## src/rtl/bba_pkg.sv

```systemverilog
// Shared types, codes and the level helper function of the buddy block allocator.
package bba_pkg;

    localparam logic [1:0] CMD_ALLOC = 2'd0;
    localparam logic [1:0] CMD_FREE  = 2'd1;
    localparam logic [1:0] CMD_INIT  = 2'd2;
    localparam logic [1:0] CMD_NOP   = 2'd3;

    localparam logic [1:0] ST_OK      = 2'd0;
    localparam logic [1:0] ST_NOSPACE = 2'd1;
    localparam logic [1:0] ST_BADFREE = 2'd2;

    localparam logic [12:0] FRAG_MAX       = 13'h1FFF;
    localparam logic [3:0]  HEAP_LEVEL_RST = 4'd12;

    typedef struct packed {
        logic [1:0]  cmd;
        logic [12:0] req_size;
        logic [11:0] block_offset;
    } t_in_word;

    typedef struct packed {
        logic [1:0]  status;
        logic [11:0] alloc_offset;
        logic [12:0] free_blocks;
        logic [12:0] free_bytes;
        logic [12:0] internal_frag;
    } t_out_word;

    typedef enum logic [4:0] {
        S_CLEAR,
        S_SEED,
        S_IDLE,
        S_DECODE,
        S_A_RD,
        S_A_CHK,
        S_A_TAKE,
        S_A_SPLIT,
        S_F_ANC_RD,
        S_F_ANC_CHK,
        S_F_DSC_RD,
        S_F_DSC_CHK,
        S_F_MRG_RD,
        S_F_MRG_CHK,
        S_F_MRG_CLR,
        S_F_SET,
        S_DONE
    } t_state;

    // Smallest level whose block size covers the request; size zero maps to level 0.
    function automatic logic [3:0] level_of(input logic [12:0] size);
        logic [3:0] s;
        s = 4'd13;
        for (int i = 13; i >= 0; i--) begin
            if ((14'd1 << i) >= {1'b0, size}) begin
                s = 4'(i);
            end
        end
        return s;
    endfunction

endpackage

```

## src/rtl/bba_ctrl.sv

```systemverilog
// Sequencer that clears and seeds the free map memory and searches, splits, checks and merges blocks through it.
module bba_ctrl import bba_pkg::*; #(
    parameter int HEAP_LOG2 = 12
) (
    input  logic             i_clk,
    input  logic             i_rst_n,
    input  logic             i_start,
    input  t_in_word         i_in,
    input  logic [3:0]       i_heap_level,
    input  logic             i_take,
    output logic             o_idle,
    output logic             o_done,
    output t_out_word        o_res,
    output logic             o_we,
    output logic [HEAP_LOG2:0] o_waddr,
    output logic             o_wdata,
    output logic [HEAP_LOG2:0] o_raddr,
    input  logic             i_rdata
);

    localparam int LVMAX = (HEAP_LOG2 > 13) ? HEAP_LOG2 : 13;
    localparam int LVW   = $clog2(LVMAX + 2);
    localparam int VW    = LVMAX + 2;
    localparam int AW    = HEAP_LOG2 + 1;
    localparam int TOPR  = (HEAP_LOG2 < int'(HEAP_LEVEL_RST)) ? HEAP_LOG2 : int'(HEAP_LEVEL_RST);
    localparam logic [LVW-1:0] TOP_MAX = LVW'(HEAP_LOG2);
    localparam logic [LVW-1:0] TOP_RST = LVW'(TOPR);

    function automatic logic [VW-1:0] pow2(input logic [LVW-1:0] l);
        return {{(VW-1){1'b0}}, 1'b1} << l;
    endfunction

    // Tree node index: level rows are contiguous, level HEAP_LOG2 at index one.
    function automatic logic [AW-1:0] node(input logic [LVW-1:0] l, input logic [VW-1:0] off);
        logic [VW-1:0] v;
        v = pow2(TOP_MAX - l) | (off >> l);
        return v[AW-1:0];
    endfunction

    t_state         r_state, n_state;
    logic [1:0]     r_cmd, n_cmd;
    logic [12:0]    r_size, n_size;
    logic [VW-1:0]  r_off, n_off;
    logic [LVW-1:0] r_lvl, n_lvl;
    logic [LVW-1:0] r_l, n_l;
    logic [VW-1:0]  r_o, n_o;
    logic [LVW-1:0] r_top, n_top;
    logic [VW-1:0]  r_count, n_count;
    logic [VW-1:0]  r_total, n_total;
    logic [12:0]    r_frag, n_frag;
    logic [1:0]     r_status, n_status;
    logic [VW-1:0]  r_aoff, n_aoff;
    logic [AW-1:0]  r_clr, n_clr;
    logic           r_init_cmd, n_init_cmd;

    always_ff @(posedge i_clk) begin
        if (!i_rst_n) begin
            r_state    <= S_CLEAR;
            r_clr      <= '0;
            r_top      <= TOP_RST;
            r_init_cmd <= 1'b0;
        end else begin
            r_state    <= n_state;
            r_clr      <= n_clr;
            r_top      <= n_top;
            r_init_cmd <= n_init_cmd;
        end
    end

    always_ff @(posedge i_clk) begin
        r_cmd    <= n_cmd;
        r_size   <= n_size;
        r_off    <= n_off;
        r_lvl    <= n_lvl;
        r_l      <= n_l;
        r_o      <= n_o;
        r_count  <= n_count;
        r_total  <= n_total;
        r_frag   <= n_frag;
        r_status <= n_status;
        r_aoff   <= n_aoff;
    end

    always_comb begin
        logic [LVW-1:0] dec_lvl;
        logic [LVW-1:0] cfg_top;
        logic [LVW-1:0] split_l;
        logic [VW-1:0]  step_o;
        logic [VW-1:0]  frag_sum;
        logic [VW-1:0]  waste;
        logic [VW-1:0]  frag_w;
        logic [VW-1:0]  frag_sub;
        logic           alloc_fin;
        logic           free_commit;

        n_state    = r_state;
        n_cmd      = r_cmd;
        n_size     = r_size;
        n_off      = r_off;
        n_lvl      = r_lvl;
        n_l        = r_l;
        n_o        = r_o;
        n_top      = r_top;
        n_count    = r_count;
        n_total    = r_total;
        n_frag     = r_frag;
        n_status   = r_status;
        n_aoff     = r_aoff;
        n_clr      = r_clr;
        n_init_cmd = r_init_cmd;
        o_we       = 1'b0;
        o_waddr    = '0;
        o_wdata    = 1'b0;
        o_raddr    = '0;
        alloc_fin   = 1'b0;
        free_commit = 1'b0;

        dec_lvl  = LVW'(level_of(r_size));
        cfg_top  = (LVW'(i_heap_level) > TOP_MAX) ? TOP_MAX : LVW'(i_heap_level);
        split_l  = r_l - LVW'(1);
        step_o   = r_o + pow2(r_l);
        frag_w   = VW'(r_frag);
        frag_sum = frag_w + pow2(r_lvl) - VW'(r_size);
        waste    = pow2(r_lvl) - VW'(r_size);
        frag_sub = frag_w - waste;

        unique case (r_state)
            S_CLEAR: begin
                o_we    = 1'b1;
                o_waddr = r_clr;
                n_clr   = r_clr + AW'(1);
                if (&r_clr) begin
                    n_state = S_SEED;
                end
            end
            S_SEED: begin
                o_we     = 1'b1;
                o_waddr  = node(r_top, '0);
                o_wdata  = 1'b1;
                n_count  = VW'(1);
                n_total  = pow2(r_top);
                n_frag   = '0;
                n_status = ST_OK;
                n_aoff   = '0;
                n_state  = r_init_cmd ? S_DONE : S_IDLE;
            end
            S_IDLE: begin
                if (i_start) begin
                    n_cmd   = i_in.cmd;
                    n_size  = i_in.req_size;
                    n_off   = VW'(i_in.block_offset);
                    n_state = S_DECODE;
                end
            end
            S_DECODE: begin
                n_status = ST_OK;
                n_aoff   = '0;
                n_lvl    = dec_lvl;
                unique case (r_cmd)
                    CMD_ALLOC: begin
                        if (dec_lvl > r_top) begin
                            n_status = ST_NOSPACE;
                            n_state  = S_DONE;
                        end else begin
                            n_l     = dec_lvl;
                            n_o     = '0;
                            n_state = S_A_RD;
                        end
                    end
                    CMD_FREE: begin
                        if (dec_lvl > r_top
                                || (r_off & (pow2(dec_lvl) - VW'(1))) != '0
                                || r_off + pow2(dec_lvl) > pow2(r_top)) begin
                            n_status = ST_BADFREE;
                            n_state  = S_DONE;
                        end else begin
                            n_l     = dec_lvl;
                            n_state = S_F_ANC_RD;
                        end
                    end
                    CMD_INIT: begin
                        n_top      = cfg_top;
                        n_clr      = '0;
                        n_init_cmd = 1'b1;
                        n_state    = S_CLEAR;
                    end
                    default: begin
                        n_state = S_DONE;
                    end
                endcase
            end
            S_A_RD: begin
                o_raddr = node(r_l, r_o);
                n_state = S_A_CHK;
            end
            S_A_CHK: begin
                if (i_rdata) begin
                    n_state = S_A_TAKE;
                end else if (step_o >= pow2(r_top)) begin
                    if (r_l == r_top) begin
                        n_status = ST_NOSPACE;
                        n_state  = S_DONE;
                    end else begin
                        n_l     = r_l + LVW'(1);
                        n_o     = '0;
                        n_state = S_A_RD;
                    end
                end else begin
                    n_o     = step_o;
                    n_state = S_A_RD;
                end
            end
            S_A_TAKE: begin
                o_we    = 1'b1;
                o_waddr = node(r_l, r_o);
                n_count = r_count - VW'(1);
                if (r_l > r_lvl) begin
                    n_state = S_A_SPLIT;
                end else begin
                    alloc_fin = 1'b1;
                end
            end
            S_A_SPLIT: begin
                // The upper half of each split block becomes free.
                o_we    = 1'b1;
                o_waddr = node(split_l, r_o + pow2(split_l));
                o_wdata = 1'b1;
                n_count = r_count + VW'(1);
                n_l     = split_l;
                if (split_l == r_lvl) begin
                    alloc_fin = 1'b1;
                end
            end
            S_F_ANC_RD: begin
                o_raddr = node(r_l, r_off & ~(pow2(r_l) - VW'(1)));
                n_state = S_F_ANC_CHK;
            end
            S_F_ANC_CHK: begin
                if (i_rdata) begin
                    n_status = ST_BADFREE;
                    n_state  = S_DONE;
                end else if (r_l == r_top) begin
                    if (r_lvl == '0) begin
                        free_commit = 1'b1;
                    end else begin
                        n_l     = '0;
                        n_o     = r_off;
                        n_state = S_F_DSC_RD;
                    end
                end else begin
                    n_l     = r_l + LVW'(1);
                    n_state = S_F_ANC_RD;
                end
            end
            S_F_DSC_RD: begin
                o_raddr = node(r_l, r_o);
                n_state = S_F_DSC_CHK;
            end
            S_F_DSC_CHK: begin
                if (i_rdata) begin
                    n_status = ST_BADFREE;
                    n_state  = S_DONE;
                end else if (step_o >= r_off + pow2(r_lvl)) begin
                    if (r_l + LVW'(1) == r_lvl) begin
                        free_commit = 1'b1;
                    end else begin
                        n_l     = r_l + LVW'(1);
                        n_o     = r_off;
                        n_state = S_F_DSC_RD;
                    end
                end else begin
                    n_o     = step_o;
                    n_state = S_F_DSC_RD;
                end
            end
            S_F_MRG_RD: begin
                o_raddr = node(r_l, r_o ^ pow2(r_l));
                n_state = S_F_MRG_CHK;
            end
            S_F_MRG_CHK: begin
                n_state = i_rdata ? S_F_MRG_CLR : S_F_SET;
            end
            S_F_MRG_CLR: begin
                o_we    = 1'b1;
                o_waddr = node(r_l, r_o ^ pow2(r_l));
                n_count = r_count - VW'(1);
                n_o     = r_o & ~pow2(r_l);
                n_l     = r_l + LVW'(1);
                n_state = (r_l + LVW'(1) < r_top) ? S_F_MRG_RD : S_F_SET;
            end
            S_F_SET: begin
                o_we    = 1'b1;
                o_waddr = node(r_l, r_o);
                o_wdata = 1'b1;
                n_state = S_DONE;
            end
            S_DONE: begin
                if (i_take) begin
                    n_init_cmd = 1'b0;
                    n_state    = S_IDLE;
                end
            end
            default: begin
                n_state = S_IDLE;
            end
        endcase

        if (alloc_fin) begin
            n_total = r_total - pow2(r_lvl);
            n_frag  = (frag_sum > VW'(FRAG_MAX)) ? FRAG_MAX : frag_sum[12:0];
            n_aoff  = r_o;
            n_state = S_DONE;
        end

        if (free_commit) begin
            n_frag  = (frag_w > waste) ? frag_sub[12:0] : '0;
            n_total = r_total + pow2(r_lvl);
            n_count = r_count + VW'(1);
            n_l     = r_lvl;
            n_o     = r_off;
            n_state = (r_lvl < r_top) ? S_F_MRG_RD : S_F_SET;
        end
    end

    assign o_idle = (r_state == S_IDLE);
    assign o_done = (r_state == S_DONE);

    assign o_res.status        = r_status;
    assign o_res.alloc_offset  = r_aoff[11:0];
    assign o_res.free_blocks   = r_count[12:0];
    assign o_res.free_bytes    = r_total[12:0];
    assign o_res.internal_frag = r_frag;

endmodule

```

## config.mk

```make
export PLATFORM = sky130hd
export DESIGN_NAME = bba_ctrl
export DESIGN_NICKNAME = d
export VERILOG_FILES = /design/src/rtl/bba_pkg.sv /design/src/rtl/bba_ctrl.sv
export SDC_FILE = /design/constraint.sdc
export NUM_CORES = 1
export LEC_CHECK = 0
export ABC_AREA = 1
export BUFFER_PORTS_ARGS = -buffer_cell sky130_fd_sc_hd__buf_2
export CAP_MARGIN = 20
export CORE_MARGIN = 3
export CORE_UTILIZATION = 40
export CTS_CLUSTER_DIAMETER = 100
export CTS_CLUSTER_SIZE = 8
export DETAILED_ROUTE_END_ITERATION = 10
export GPL_TIMING_DRIVEN = 0
export RECOVER_POWER = 50
export SETUP_SLACK_MARGIN = 0.3
export SYNTH_ARGS = -nofsm -noshare
export SYNTH_HDL_FRONTEND = slang
export SYNTH_SLANG_ARGS = --single-unit
```

## constraint.sdc

```tcl
create_clock -name i_clk -period 20.3 [get_ports i_clk]
set_clock_uncertainty 0.05 [all_clocks]
set_input_delay 1.015 -clock i_clk [delete_from_list [all_inputs] [get_ports i_clk]]
set_output_delay 1.015 -clock i_clk [all_outputs]
set_load 0.02 [all_outputs]
```

==> flow_summary.toml <==
[outcome]
status = "finished, violations left"
violations = "max-capacitance violations, max-slew violations"

[die]
coreArea_um2 = 42100
chipWidth_um = 213
start_util = 0.407
die-area_um2 = 45400
rows = 75
pin_count = 119
die_h_um = 213

[logic_synthesis]
yosysWarnings = 0
ys_ff_latch = 126
postSynthAreaPerCell_um2 = 6.87
synth_area_um2 = 17200
ys_types = 64
syn_nets = 2764
syn-instance-count = 2496
ys_async_sr_fraction = 0
yosys.area.top_type = "edfxtp_1"
synth_edf_count = 103
seq_area_frac_synth = 0.207
synthTopCellsByArea = "edfxtp_1, ha_1, nand2_1"
synth.top_cell.area_share = 0.180
synth-main-ff-cell = "edfxtp_1"

[routing]
ant_nets = 0
wl_met1_um = 28600
drt_first_pass_iters = 7
vias = 17900
routed_wl_um = 66900
drc_errors = 0
dr_wl_met3_um = 3980
wl_per_cell_um = 21.0
wl_met2_um = 30800
viasPerCell = 5.62
top_layer_used = "met4"
initialDrtViolationCount = 1582

[placement]
placed_cells = 3161
io_buffers = 118
gp_congestion = 1.02
hpwl_um = 55900

[grt]
grt_pass1_wl_um = 102000
grt_pass1_vias = 17500
overflow = 0
antenna_found_initial = 0
grt_start_max_net_pins = 17
track_usage = 0.297

[timing]
timing.slew.headroom = -0.744
fmax_mhz = 111
finalSetupTns_ps = 0
hold_viol = 0
tightest_slew_ps = 2590
finalMaxSlewViolations = 13
final.period_utilization = 0.443
setup_viol = 0
fin_crit_ps = 9000
rsz0062_at_grt = "no"

[worst_setup_path]
cp_data_arrival_time_ps = 7940
cp_common_cell = "clkbuf_1"
critical_path_class = "flip-flop to primary output"
setup.worst_path.end = "o_waddr[2]"
r2r_end = "r_count[8]"
crit_path_start = "r_l[1]"
r2r_cells = 34
critical-path-max-stage-delay_ps = 660
path_max_fanout = 13
critPathCaptureType = "primary output"
worstReg2RegStart = "r_l[1]"
rrSetupSlack_ps = 11560
critPathRequiredTime_ps = 19240
start_kind = "flip-flop"
cp_slowest_cell = "clkbuf_1"

[clock_network]
clock-root-buffer = "clkbuf_16"
clkTransAtPathRegs_ps = 60
clock_sinks = 126
cts_hold_buf = 0
htree_levels = 4
cts_tree = "done"
clockBufferDepth = 2
cts_made_buffers = 17
clock_latency_ps = 490
ctsResizeCount = 0
post_cts_buffers = 0

[finish]
fin_cells = 3194
nets = 2910
diodes = 0
area_growth_pct = 10.7
drive_above_1_share = 0.0629
n_fill_cell = 4468

[worst_hold_path]
hold_depth = 1
hold_start = "r_clr[5]"
hp-class = "flip-flop to flip-flop"

[pwr]
powerDensity_nw_per_um2 = 93.9
power_leakage_nw = 8.80
vdd_ir_drop_max_v = 0.0000697

[flow_run]
maxCapViolCount = 1
==> metal layers <==
| layer | global-route usage | vias up |
|---|---|---|
| met1 | 0.378 | 8410 |
| met5 | 0 | - |
| met3 | 0.0458 | 162 |
| met4 | 0.154 | 0 |
| met2 | 0.486 | 631 |
| li1 | - | 8746 |
==> sequential cells by signal (all words and copies together) (netlist names), 5 cells and up <==
| signal | cells |
|---|---|
| r_total | 13 |
| r_clr | 13 |
| r_off | 12 |
| r_state | 5 |
| r_o | 15 |
| r_aoff | 12 |
| r_count | 13 |
| r_frag | 13 |
| r_size | 13 |
==> cell usage after synthesis (24+ instances only) <==
master    instances
o21ai_1          25
a21oi_1         159
xnor2_1          30
xor2_1           84
ha_1            211
o221ai_1         25
nor3_1           63
nand4_1          24
edfxtp_1        103
o21bai_1         30
clkbuf_1         45
nand2_1         451
o211ai_1         32
o21ai_0         182
inv_1           378
nor2_1          266
nand3_1         115
==> kinds of logic (layout without fill, tap and decap cells) <==
family / after synthesis / after routing / share of synthesized area
AO/OA/AOI/OAI: 570 / 570 / 0.199
adder cells (fa/ha/maj): 232 / 232 / 0.178
flip-flops: 126 / 126 / 0.207
multiplexers: 11 / 11 / 0.00642
other: 1 / 1 / 0.000219
buffers and inverters: 460 / 619 / 0.102
AND/OR/NAND/NOR: 981 / 981 / 0.248
XOR/XNOR: 115 / 115 / 0.0592
==> worst min-delay path by stage <==
stage	endpoint	slack, ps
floorplan	r_clr[4]	380
global placement	r_clr[4]	400
detailed placement	r_clr[5]	420
CTS	r_clr[5]	430
global route	r_clr[4]	450
finish	r_clr[5]	420
==> cell usage in the layout, fill, tap and decap left out, types with 7 or more instances in the layout <==
| master | count |
|---|---|
| clkbuf_1 | 108 |
| nor2_1 | 272 |
| nand4_1 | 24 |
| nand3_1 | 115 |
| xor2_1 | 84 |
| a21oi_1 | 160 |
| nand2_1 | 453 |
| o22ai_1 | 23 |
| clkbuf_16 | 17 |
| o21ai_1 | 25 |
| ha_1 | 211 |
| inv_1 | 379 |
| inv_6 | 8 |
| inv_2 | 16 |
| a221oi_1 | 9 |
| edfxtp_1 | 103 |
| nand2_2 | 8 |
| dfxtp_1 | 23 |
| o221ai_1 | 25 |
| o21ai_0 | 182 |
| nor2_4 | 7 |
| nor3_1 | 61 |
| a211oi_1 | 18 |
| o211ai_1 | 32 |
| o21bai_1 | 30 |
| a31oi_1 | 17 |
| fa_1 | 21 |
| nor2_2 | 7 |
| xnor2_1 | 30 |
| o31ai_1 | 7 |
| mux2i_1 | 11 |
| o2111ai_1 | 8 |
| buf_2 | 67 |
| a21o_1 | 7 |
==> metrics by stage <==
stage / worst slack, ps / hold slack (ps) / total power [mW] / area (um2) / util
2_1_floorplan: 13460 / 384 / 1.12 / 17200 / -
3_3_place_gp: 10720 / 398 / 1.44 / 18400 / 0.437
3_5_place_dp: 11680 / 419 / 1.46 / 18500 / 0.440
4_1_cts: 11390 / 428 / 1.80 / 19100 / 0.454
5_1_grt: 10730 / 447 / 1.93 / 19000 / 0.451
6_report: 11300 / 425 / 1.78 / 19000 / 0.451
==> where the power goes <==
part	total [mW]	switching [mW]	internal, mW
combinational	1.05	0.721	0.326
clock	0.326	0.142	0.184
sequential	0.409	0.0618	0.347
total	1.78	0.925	0.857
==> worst max-delay path: cells and delay by family, from the launching register on <==
kind	cells	cell delay, ps
simple gates	8	1180
buf+inv	10	2990
flops	1	490
compound gates	6	1240
xor+xnor	1	150
mux	1	210
fa+ha+maj	3	1160
==> final cells by class <==
cell class	instances	area, um2	area share
Tap cell	539	674	0.0355
Clock buffer	17	425	0.0224
Timing Repair Buffer	127	601	0.0316
Sequential cell	126	3550	0.187
Clock inverter	15	171	0.00903
Buffer	58	229	0.0121
Inverter	402	1510	0.0796
Multi-Input combinational cell	1910	11800	0.623
(Power assumes the default switching activity.)
